$ cat src/hdl/cle_pkg.sv
// ----------------------------------------------------------------------------
// cle_pkg
// Shared types and constants for the console line editor: byte codes,
// controller states, command and status bundles between control and datapath.
// ----------------------------------------------------------------------------
package cle_pkg;

    // Store depth default and configuration reset value
    localparam int unsigned LINE_DEPTH_DEF = 16;
    localparam int unsigned CAP_W          = 5;
    localparam int unsigned CNT_W          = 4;
    localparam logic [CAP_W-1:0] CAP_RESET = 5'd16;

    // Character codes
    localparam logic [7:0] CH_BS  = 8'h08;
    localparam logic [7:0] CH_TAB = 8'h09;
    localparam logic [7:0] CH_LF  = 8'h0a;
    localparam logic [7:0] CH_CR  = 8'h0d;
    localparam logic [7:0] CH_NAK = 8'h15;
    localparam logic [7:0] CH_SP  = 8'h20;
    localparam logic [7:0] CH_DEL = 8'h7f;

    // Result packing widths
    localparam int unsigned RES_W   = 26;
    localparam int unsigned TDATA_W = 32;

    // Controller states
    typedef enum logic [2:0] {
        ST_IDLE,
        ST_DECODE,
        ST_CHAR,
        ST_NL_CR,
        ST_NL_LF,
        ST_BS1,
        ST_SP,
        ST_BS2
    } t_state;

    // Class of the held byte
    typedef enum logic [2:0] {
        K_NONE,
        K_STORE,
        K_ERASE,
        K_KILL,
        K_NEWLINE
    } t_kind;

    // Which result to form
    typedef enum logic [2:0] {
        SEL_CHAR,
        SEL_CR,
        SEL_LF,
        SEL_BS1,
        SEL_SP,
        SEL_BS2
    } t_sel;

    typedef struct packed {
        logic capture;
        logic load;
        t_sel sel;
        logic last;
    } t_cmd;

    typedef struct packed {
        t_kind            kind;
        logic             out_free;
        logic             fill_one;
        logic [CNT_W-1:0] fill;
    } t_stat;

endpackage

$ cat src/hdl/cle_ctrl.sv
// ----------------------------------------------------------------------------
// cle_ctrl
// Controller: takes a byte, reads its class from the datapath and steps
// through the echo sequence one result per free output slot.
// ----------------------------------------------------------------------------
module cle_ctrl (
    input  logic           i_clk,
    input  logic           i_rst_n,
    input  logic           i_in_valid,
    output logic           o_in_ready,
    input  cle_pkg::t_stat i_stat,
    output cle_pkg::t_cmd  o_cmd
);
    import cle_pkg::*;

    t_state r_state, n_state;
    logic   r_kill, n_kill;

    // State register
    always_ff @(posedge i_clk) begin
        if (!i_rst_n) begin
            r_state <= ST_IDLE;
            r_kill  <= 1'b0;
        end else begin
            r_state <= n_state;
            r_kill  <= n_kill;
        end
    end

    // Next state and commands
    always_comb begin
        n_state     = r_state;
        n_kill      = r_kill;
        o_in_ready  = 1'b0;
        o_cmd       = '0;
        o_cmd.sel   = SEL_CHAR;
        case (r_state)
            ST_IDLE: begin
                o_in_ready    = 1'b1;
                o_cmd.capture = i_in_valid;
                if (i_in_valid) begin
                    n_state = ST_DECODE;
                end
            end
            ST_DECODE: begin
                n_kill = 1'b0;
                case (i_stat.kind)
                    K_STORE:   n_state = ST_CHAR;
                    K_NEWLINE: n_state = ST_NL_CR;
                    K_ERASE:   n_state = ST_BS1;
                    K_KILL: begin
                        n_state = ST_BS1;
                        n_kill  = 1'b1;
                    end
                    default:   n_state = ST_IDLE;
                endcase
            end
            ST_CHAR: begin
                o_cmd.sel  = SEL_CHAR;
                o_cmd.last = 1'b1;
                if (i_stat.out_free) begin
                    o_cmd.load = 1'b1;
                    n_state    = ST_IDLE;
                end
            end
            ST_NL_CR: begin
                o_cmd.sel = SEL_CR;
                if (i_stat.out_free) begin
                    o_cmd.load = 1'b1;
                    n_state    = ST_NL_LF;
                end
            end
            ST_NL_LF: begin
                o_cmd.sel  = SEL_LF;
                o_cmd.last = 1'b1;
                if (i_stat.out_free) begin
                    o_cmd.load = 1'b1;
                    n_state    = ST_IDLE;
                end
            end
            ST_BS1: begin
                o_cmd.sel = SEL_BS1;
                if (i_stat.out_free) begin
                    o_cmd.load = 1'b1;
                    n_state    = ST_SP;
                end
            end
            ST_SP: begin
                o_cmd.sel = SEL_SP;
                if (i_stat.out_free) begin
                    o_cmd.load = 1'b1;
                    n_state    = ST_BS2;
                end
            end
            ST_BS2: begin
                // Close the erase; a line kill repeats until the line is empty
                o_cmd.sel  = SEL_BS2;
                o_cmd.last = !r_kill || i_stat.fill_one;
                if (i_stat.out_free) begin
                    o_cmd.load = 1'b1;
                    n_state    = o_cmd.last ? ST_IDLE : ST_BS1;
                end
            end
            default: n_state = ST_IDLE;
        endcase
    end

endmodule

$ cat src/hdl/cle_datapath.sv
// ----------------------------------------------------------------------------
// cle_datapath
// Datapath: capacity register, held byte, fill count, byte classification
// and the output register that forms each result.
// ----------------------------------------------------------------------------
module cle_datapath #(
    parameter int unsigned LINE_DEPTH = cle_pkg::LINE_DEPTH_DEF
) (
    input  logic                        i_clk,
    input  logic                        i_rst_n,
    input  logic                        i_cfg_we,
    input  logic [cle_pkg::CAP_W-1:0]   i_cfg_data,
    input  logic [7:0]                  i_rx_byte,
    input  cle_pkg::t_cmd               i_cmd,
    output cle_pkg::t_stat              o_stat,
    output logic                        o_out_valid,
    input  logic                        i_out_ready,
    output logic [cle_pkg::RES_W-1:0]   o_out_data,
    output logic                        o_out_last
);
    import cle_pkg::*;

    // Effective capacity ceiling from store depth and 4-bit count
    localparam int unsigned CAP_MAX_I = (LINE_DEPTH < 16) ? LINE_DEPTH : 16;
    localparam logic [CAP_W-1:0] CAP_MAX = CAP_MAX_I[CAP_W-1:0];

    logic [CAP_W-1:0] r_cap;
    logic [7:0]       r_rx;
    logic [CNT_W-1:0] r_fill, n_fill;
    logic             r_out_valid;
    logic [RES_W-1:0] r_out_data, n_out_data;
    logic             r_out_last;

    logic [CAP_W-1:0] w_eff_cap;
    logic [CAP_W-1:0] w_fill_inc;
    logic [7:0]       w_ch;
    t_kind            w_kind;
    logic             w_out_free;

    // Capacity register
    always_ff @(posedge i_clk) begin
        if (!i_rst_n) begin
            r_cap <= CAP_RESET;
        end else if (i_cfg_we) begin
            r_cap <= i_cfg_data;
        end
    end

    // Hold the accepted byte
    always_ff @(posedge i_clk) begin
        if (i_cmd.capture) begin
            r_rx <= i_rx_byte;
        end
    end

    // Classify the held byte against the current line
    assign w_eff_cap  = (r_cap > CAP_MAX) ? CAP_MAX : r_cap;
    assign w_fill_inc = {1'b0, r_fill} + 1'b1;
    assign w_ch       = (r_rx == CH_CR) ? CH_LF : r_rx;

    always_comb begin
        case (w_ch)
            CH_BS, CH_DEL: w_kind = (r_fill != '0) ? K_ERASE : K_NONE;
            CH_NAK:        w_kind = (r_fill != '0) ? K_KILL : K_NONE;
            CH_LF:         w_kind = K_NEWLINE;
            CH_TAB:        w_kind = K_NONE;
            default:       w_kind = (w_fill_inc < w_eff_cap) ? K_STORE : K_NONE;
        endcase
    end

    assign w_out_free = !r_out_valid || i_out_ready;

    always_comb begin
        o_stat.kind     = w_kind;
        o_stat.out_free = w_out_free;
        o_stat.fill_one = (r_fill == CNT_W'(1));
        o_stat.fill     = r_fill;
    end

    // Form the result and the fill count it leaves
    // packing: line_length, line_done, write_byte, write_index, write_enable, echo_byte
    always_comb begin
        n_fill     = r_fill;
        n_out_data = '0;
        case (i_cmd.sel)
            SEL_CHAR: begin
                n_out_data = {4'd0, 1'b0, w_ch, r_fill, 1'b1, w_ch};
                n_fill     = w_fill_inc[CNT_W-1:0];
            end
            SEL_CR:  n_out_data = {4'd0, 1'b0, 8'd0, 4'd0, 1'b0, CH_CR};
            SEL_LF: begin
                n_out_data = {r_fill, 1'b1, 8'd0, r_fill, 1'b1, CH_LF};
                n_fill     = '0;
            end
            SEL_BS1: n_out_data = {4'd0, 1'b0, 8'd0, 4'd0, 1'b0, CH_BS};
            SEL_SP:  n_out_data = {4'd0, 1'b0, 8'd0, 4'd0, 1'b0, CH_SP};
            SEL_BS2: begin
                n_out_data = {4'd0, 1'b0, 8'd0, 4'd0, 1'b0, CH_BS};
                n_fill     = r_fill - 1'b1;
            end
            default: n_out_data = '0;
        endcase
    end

    // Fill count advances only when a result is loaded
    always_ff @(posedge i_clk) begin
        if (!i_rst_n) begin
            r_fill <= '0;
        end else if (i_cmd.load) begin
            r_fill <= n_fill;
        end
    end

    // Output register: load on a free slot, drop valid after transfer
    always_ff @(posedge i_clk) begin
        if (!i_rst_n) begin
            r_out_valid <= 1'b0;
        end else if (i_cmd.load) begin
            r_out_valid <= 1'b1;
        end else if (i_out_ready) begin
            r_out_valid <= 1'b0;
        end
    end

    always_ff @(posedge i_clk) begin
        if (i_cmd.load) begin
            r_out_data <= n_out_data;
            r_out_last <= i_cmd.last;
        end
    end

    assign o_out_valid = r_out_valid;
    assign o_out_data  = r_out_data;
    assign o_out_last  = r_out_last;

endmodule

$ cat src/hdl/console_line_editor_top.sv
// ----------------------------------------------------------------------------
// console_line_editor_top
// Line editor for received console bytes: stores, erases and completes lines
// and emits echo and line-store write results.
// ----------------------------------------------------------------------------
// Usage:
//   s_* carries received bytes in; m_* carries results out, one per transfer,
//   with m_tlast on the final result caused by a byte. A byte that causes no
//   result (tab, full line, erase on an empty line) produces no transfer.
//   cfg_* writes line_capacity; write it only while the block is idle.
// Timing:
//   A byte is taken in idle, classified in the next cycle, then one result
//   is loaded per cycle while the output register is free. An ordinary byte
//   gives one result, a newline two, an erase three, a line kill three per character.
//   The controller handles one byte at a time; s_tready is high only in idle.
// Reset:
//   Synchronous, active low: fill count to zero, capacity to 16, no result
//   pending.
// Stall:
//   When m_tready is low the held result stays and the sequencer waits;
//   s_tready stays low until all results of the current byte are loaded.
// ----------------------------------------------------------------------------
module console_line_editor_top #(
    parameter int unsigned LINE_DEPTH = cle_pkg::LINE_DEPTH_DEF
) (
    input  logic                                i_clk,
    input  logic                                i_rst_n,
    // Configuration write
    input  logic                                cfg_valid,
    output logic                                cfg_ready,
    input  logic [cle_pkg::CAP_W-1:0]           cfg_data,   // line_capacity
    // Received bytes
    input  logic                                s_tvalid,
    output logic                                s_tready,
    input  logic [7:0]                          s_tdata,    // rx_byte
    // Results
    output logic                                m_tvalid,
    input  logic                                m_tready,
    // echo_byte[7:0], write_enable[8], write_index[12:9], write_byte[20:13],
    // line_done[21], line_length[25:22], zero fill above
    output logic [cle_pkg::TDATA_W-1:0]         m_tdata,
    output logic                                m_tlast
);
    import cle_pkg::*;

    t_cmd             w_cmd;
    t_stat            w_stat;
    logic [RES_W-1:0] w_res;

    assign cfg_ready = 1'b1;

    cle_ctrl u_ctrl (
        .i_clk      (i_clk),
        .i_rst_n    (i_rst_n),
        .i_in_valid (s_tvalid),
        .o_in_ready (s_tready),
        .i_stat     (w_stat),
        .o_cmd      (w_cmd)
    );

    cle_datapath #(
        .LINE_DEPTH (LINE_DEPTH)
    ) u_datapath (
        .i_clk       (i_clk),
        .i_rst_n     (i_rst_n),
        .i_cfg_we    (cfg_valid),
        .i_cfg_data  (cfg_data),
        .i_rx_byte   (s_tdata),
        .i_cmd       (w_cmd),
        .o_stat      (w_stat),
        .o_out_valid (m_tvalid),
        .i_out_ready (m_tready),
        .o_out_data  (w_res),
        .o_out_last  (m_tlast)
    );

    assign m_tdata = {{(TDATA_W - RES_W){1'b0}}, w_res};

    // A result is loaded only into a free output slot
    a_load_free: assert property (@(posedge i_clk) disable iff (!i_rst_n)
        w_cmd.load |-> w_stat.out_free)
        else $error("result loaded over a pending result");

    // A completed line restarts the count at zero
    a_newline_clears: assert property (@(posedge i_clk) disable iff (!i_rst_n)
        (w_cmd.load && w_cmd.sel == SEL_LF) |=> (w_stat.fill == '0))
        else $error("fill count not cleared after newline");

    // Each erase removes exactly one character
    a_erase_step: assert property (@(posedge i_clk) disable iff (!i_rst_n)
        (w_cmd.load && w_cmd.sel == SEL_BS2)
            |=> (w_stat.fill == $past(w_stat.fill) - 1'b1))
        else $error("erase did not step the fill count down by one");

    // An accepted byte takes the controller out of idle
    a_busy_after_take: assert property (@(posedge i_clk) disable iff (!i_rst_n)
        (s_tvalid && s_tready) |=> !s_tready)
        else $error("input taken while a byte is in progress");

endmodule

$ cat config.mk
export PLATFORM = sky130hd
export DESIGN_NAME = console_line_editor_top
export DESIGN_NICKNAME = d
export VERILOG_FILES = /design/src/hdl/cle_pkg.sv /design/src/hdl/cle_ctrl.sv /design/src/hdl/cle_datapath.sv /design/src/hdl/console_line_editor_top.sv
export SDC_FILE = /design/constraint.sdc
export NUM_CORES = 1
export LEC_CHECK = 0
export ABC_CLOCK_PERIOD_IN_PS = 2850
export BUFFER_PORTS_ARGS = -buffer_cell sky130_fd_sc_hd__buf_4
export CORE_MARGIN = 2
export CORE_UTILIZATION = 49
export DETAILED_ROUTE_END_ITERATION = 6
export PLACE_DENSITY = 0.76
export SYNTH_ARGS = -nofsm -noshare
export SYNTH_HDL_FRONTEND = slang
export SYNTH_HIERARCHICAL = 1
export SYNTH_SLANG_ARGS = --single-unit
$ cat constraint.sdc
create_clock -name i_clk -period 2.85 [get_ports i_clk]
set_input_delay 0.57 -clock i_clk [delete_from_list [all_inputs] [get_ports i_clk]]
set_output_delay 0.57 -clock i_clk [all_outputs]
set_load 0.05 [all_outputs]
Word level (Yosys, flattened, before mapping)
Index checks and enable logic that the tools add are counted.
{"block": "op_classes", "add_sub_neg": 2, "magnitude_cmp": 2, "n_eq_ne": 29, "n_mux": 25, "reduce_logical": 15}
{"op": "26-bit one-hot mux with 5 select lines", "count": 1}
{"op": "8-bit by 4-bit equality test with 1-bit output, second input constant", "count": 4}
{"op": "4-bit one-hot mux with 6 select lines", "count": 1}
{"op": "3-bit equality test, second input constant", "count": 7}
{"op": "3-bit 2-to-1 mux", "count": 7}
{"op": "3-bit one-hot mux with 7 select lines", "count": 1}
{"op": "3-bit by 2-bit equality test with 1-bit output, second input constant", "count": 6}
{"op": "3-bit one-hot mux with 4 select lines", "count": 1}
{"op": "4-bit one-hot mux with 3 select lines", "count": 1}
{"op": "2-bit by 1-bit inequality test with 1-bit output, second input constant", "count": 5}
{"op": "3-bit by 1-bit equality test with 1-bit output, second input constant", "count": 3}
{"op": "3-bit one-hot mux with 3 select lines", "count": 1}
{"op": "8-bit by 5-bit equality test with 1-bit output, second input constant", "count": 1}
{"op": "8-bit by 7-bit equality test with 1-bit output, second input constant", "count": 1}
{"op": "8-bit 2-to-1 mux", "count": 1}
{"op": "2-bit OR reduction", "count": 4}
{"op": "1-bit 2-to-1 mux", "count": 7}
{"op": "3-bit logical NOT", "count": 2}
{"op": "6-bit AND reduction", "count": 1}
{"op": "4-bit by 1-bit adder with 5-bit output, second input constant", "count": 1}
{"op": "5-bit greater-than comparator, second input constant", "count": 1}
{"op": "5-bit < comparator", "count": 1}
{"op": "5-bit 2-to-1 mux", "count": 1}
{"op": "4-bit by 1-bit equality test with 1-bit output, second input constant", "count": 1}
{"op": "other kinds (10)", "count": 13}
{"block": "word_totals", "reg_bits": 49, "wordCells": 81}

Longest topological paths before layout
{"block": "depth", "word_depth": 9, "ltp_mapped": 11, "ltp_nobuf": 10}

Hierarchy
The synthesis kept the hierarchy.
{"mod": "cle_datapath", "instances": 1, "cells_each": 167, "area_each_um2": 1999.4, "seq_area_each_um2": 1161.1}
{"mod": "cle_ctrl", "instances": 1, "cells_each": 48, "area_each_um2": 346.6, "seq_area_each_um2": 80.1}
{"mod": "console_line_editor_top", "instances": 1, "cells_each": 9, "area_each_um2": 60.1, "seq_area_each_um2": 0.0}

Least setup slack after synthesis
Ideal clock, no wire load.
{"block": "synth_timing", "path_type": "input to register", "start": "input m_tready", "end": "register u_datapath.r_fill[0]", "t_arrival_ns": 2.939, "required_time_ns": 2.785, "path_slack_ns": -0.154, "cell_stages": 7, "n_path_buf": 1, "path_cell_list": "nand2b_1 > buf_4 > nor2b_1 > inv_1 > a2111oi_4 > a21oi_1 > nor2b_1"}
{"item": "start, declared", "line": "console_line_editor_top.sv:38", "source": "input logic m_tready,"}
{"item": "end signal, assigned", "line": "cle_datapath.sv:110", "source": "r_fill <= n_fill;"}
{"item": "end, declared", "line": "cle_datapath.sv:29", "source": "logic [CNT_W-1:0] r_fill, n_fill;"}

==> reports/results.txt <==
Outcome -> completed
Chip width -> 74.08 um
Final period util -> 0.9347
Hold Fails Final Rpt -> 0
Type of the worst min-delay path -> in2reg
CTS Sinks -> 46
Yosys top cell by area -> edfxtp_1
Origin of the worst min-delay path -> s_tdata[6]
Cell variety after synth -> 56
Crit path launch type -> register
Core box area -> 4723 um^2
Sequential-to-total area share from yosys stat -> 0.5159
Power per cell area -> 1180 nW/um^2
DRT iter0 DRCs -> 118
Cell Area, Synth -> 2406 um^2
Maximum capacitance violations -> 0
Mean Syn Cell Area -> 10.74 um^2
Final core utilization -> 0.6132
Routed WL per cell -> 12.77 um
I/O pin cnt -> 54
Post-Route Setup TNS -> 0 ps
Post-layout minimum cycle time -> 2664 ps
Clock root cell -> clkbuf_8
TritonRoute pass-1 iters -> 4
Req. time, crit path -> 3030 ps
Pin count of the biggest net entering global routing -> 18
Worst Reg-to-Reg Cells -> 10
DR vias -> 1731
Post-CTS Setup Inserts -> 0
Min-Delay Endpoint -> u_datapath/r_rx[6]
Clock transition at the registers of the reported paths -> 80 ps
Initial antenna violation count -> 0
CTS H-tree depth -> 2
RSZ-0062 raised after global routing -> no
Crit end category -> register
DRC errors left -> 0
Die Y -> 74.08 um
Worst r2r dst -> u_ctrl/r_state[0]
Total CTS buffers -> 5
Die area -> 5487 um^2
Top-area cell type share of the netlist area -> 0.3994
Max Freq -> 375.4 MHz
Post-route cell area -> 2897 um^2
Worst Setup Slack, final -> 186.0 ps
CTS Hold Bufs -> 0
Flop and latch count out of synthesis -> 46
Overflow after GRT -> 0
Area grow syn2layout -> 20.38%
Flop2flop setup slack -> 190 ps
Post-Route WL -> 4266 um
Antenna Nets Post-Route -> 0
Via density -> 5.183
Top FF cell, synth -> edfxtp_1
Fin Hold WS -> 455.5 ps
Clock Skew -> 6.759 ps
GP Congestion -> 0.7996
Ant. Diodes -> 0
Syn Inst Count -> 224
Crit Reg-Reg Startpoint -> u_datapath/r_fill[0]
Worst path arrival time -> 2840 ps
Final HPWL DP -> 3108 um
Synth area leaders -> edfxtp_1 (40%), dfxtp_1 (12%), buf_4 (3.7%)
Pins over their slew limit -> 0
Critical path class -> reg2reg
Initial Util -> 0.5094
Asr flop ratio synth -> 0
Post-DP Area -> 2754 um^2
Hold Crit Depth -> 1
Synth Warn # -> 6
Lkg Pwr -> 1.176 nW
Final setup fails -> 0
GRT Util Overall -> 0.1627
Clock Latency Late Sink -> 290 ps
Share of layout cells above drive strength 1 -> 0.2547
Final #Nets -> 291
Post-CTS resize count -> 0
First-pass GRT wire length -> 6803 um
Placement row count -> 25
Worst vdd ir -> 685.5 uV
Clk buf depth -> 2
Place WS -> 295.8 ps
CTS tree -> yes
EDFF count, synth -> 32
Vias in the first global route -> 1578
I/O Buffers -> 46
Critical path fanouts, max -> 9
==> through the flow <==
stage / std cells / power (W)
2_1_floorplan: 229 / 0.002455
3_3_place_gp: 326 / 0.002827
3_5_place_dp: 326 / 0.002856
4_1_cts: 334 / 0.003433
5_1_grt: 334 / 0.003597
6_report: 334 / 0.003419
==> power breakdown <==
group | internal, W | switching, W
Clock | 0.000374 | 0.000202
Combinational | 0.000553 | 0.00111
Sequential | 0.00102 | 0.000167
==> worst max path at each step <==
stage,start,to,slack [ps],depth (start not counted)
after CTS,u_datapath/r_fill[0],u_ctrl/r_state[0],240,10
after global placement,u_datapath/r_fill[0],u_ctrl/r_state[0],400,10
after detailed placement,u_datapath/r_fill[0],u_ctrl/r_state[0],300,10
after global routing,u_datapath/r_fill[0],u_ctrl/r_state[0],90,10
after floorplan,m_tready,u_datapath/r_fill[0],440,7
final,u_datapath/r_fill[0],u_ctrl/r_state[0],190,10
==> Yosys cell counts (all sizes together), types with 3 or more instances <==
| cell | instances |
|---|---|
| buf | 17 |
| edfxtp | 32 |
| and2 | 10 |
| a21oi | 10 |
| clkbuf | 3 |
| mux2i | 6 |
| nor2b | 14 |
| o21ai | 9 |
| nand3b | 3 |
| and3 | 9 |
| inv | 9 |
| nor3 | 8 |
| nand3 | 3 |
| nor2 | 17 |
| dfxtp | 14 |
| nand2 | 12 |
| ha | 7 |
| a22oi | 3 |
==> layer usage <==
metal | vias to the layer above | routed length (um) | GRT usage
met5 | - | 0 | 0
li1 | 866 | - | -
met2 | 47 | 2134 | 0.2669
met1 | 814 | 1890 | 0.2038
met3 | 4 | 204 | 0.03117
met4 | 0 | 38 | 0.08687
==> cells in the final DEF, fill, tap and decap left out, types with 2 or more instances in the layout <==
| cell | n |
|---|---|
| clkbuf_8 | 6 |
| and3b_1 | 2 |
| and2_1 | 10 |
| o31ai_1 | 2 |
| nand2b_1 | 2 |
| dfxtp_1 | 14 |
| nor2_1 | 17 |
| o21a_1 | 2 |
| nand3b_1 | 3 |
| nor3_1 | 7 |
| nand3_1 | 3 |
| buf_4 | 50 |
| nand2_1 | 12 |
| mux2i_1 | 6 |
| a21oi_1 | 9 |
| o22ai_1 | 2 |
| inv_1 | 9 |
| nor2b_1 | 13 |
| o21ai_1 | 3 |
| ha_1 | 7 |
| and3_1 | 9 |
| a22oi_1 | 2 |
| xnor2_1 | 2 |
| o21ai_2 | 2 |
| edfxtp_1 | 32 |
| bufinv_16 | 2 |
| conb_1 | 7 |
| o21ai_0 | 4 |
==> cell families (layout without fill, tap and decap cells) <==
kind of cell / Yosys count / count (layout) / synth area share
DFF: 46 / 46 / 0.5159
other: 2 / 7 / 0.003121
muxes: 6 / 6 / 0.02496
and+or+nand+nor: 89 / 89 / 0.2122
xor gates and xnor gates: 3 / 3 / 0.01092
buffers and inverters: 30 / 68 / 0.07124
adders and majority gates: 7 / 7 / 0.03640
AOI/OAI and AO/OA: 41 / 41 / 0.1253
==> cell type report <==
| class | instances | area (um^2) |
|---|---|---|
| Fill cell | 399 | 1827 |
| Sequential cell | 46 | 1241 |
| Multi-Input combinational cell | 153 | 1015 |
| Timing Repair Buffer | 50 | 375.4 |
| Tap cell | 67 | 83.83 |
| Clock buffer | 6 | 82.58 |
| Clock inverter | 2 | 60.06 |
| Inverter | 10 | 38.79 |
==> worst max-delay path, cell delays in order, from the launching register on <==
cell and delay (ps):
dfxtp_1 550, nand3_1 150, xnor2_1 170, ha_1 330
a21o_1 180, a21oi_1 140, o21ai_0 110, o31ai_1 400
o31ai_1 110, a221oi_1 290, o21ai_1 110
==> flip-flops by register name, summed over array words and instances, names as in the netlist <==
name and count:
u_datapath/o_out_data 23, u_datapath/r_rx 8, u_datapath/r_cap 5, u_datapath/r_fill 4, u_ctrl/r_state 3, u_ctrl/r_kill 1, u_datapath/o_out_last 1, u_datapath/o_out_valid 1
No activity file was read; power rests on OpenSTA's default activity.
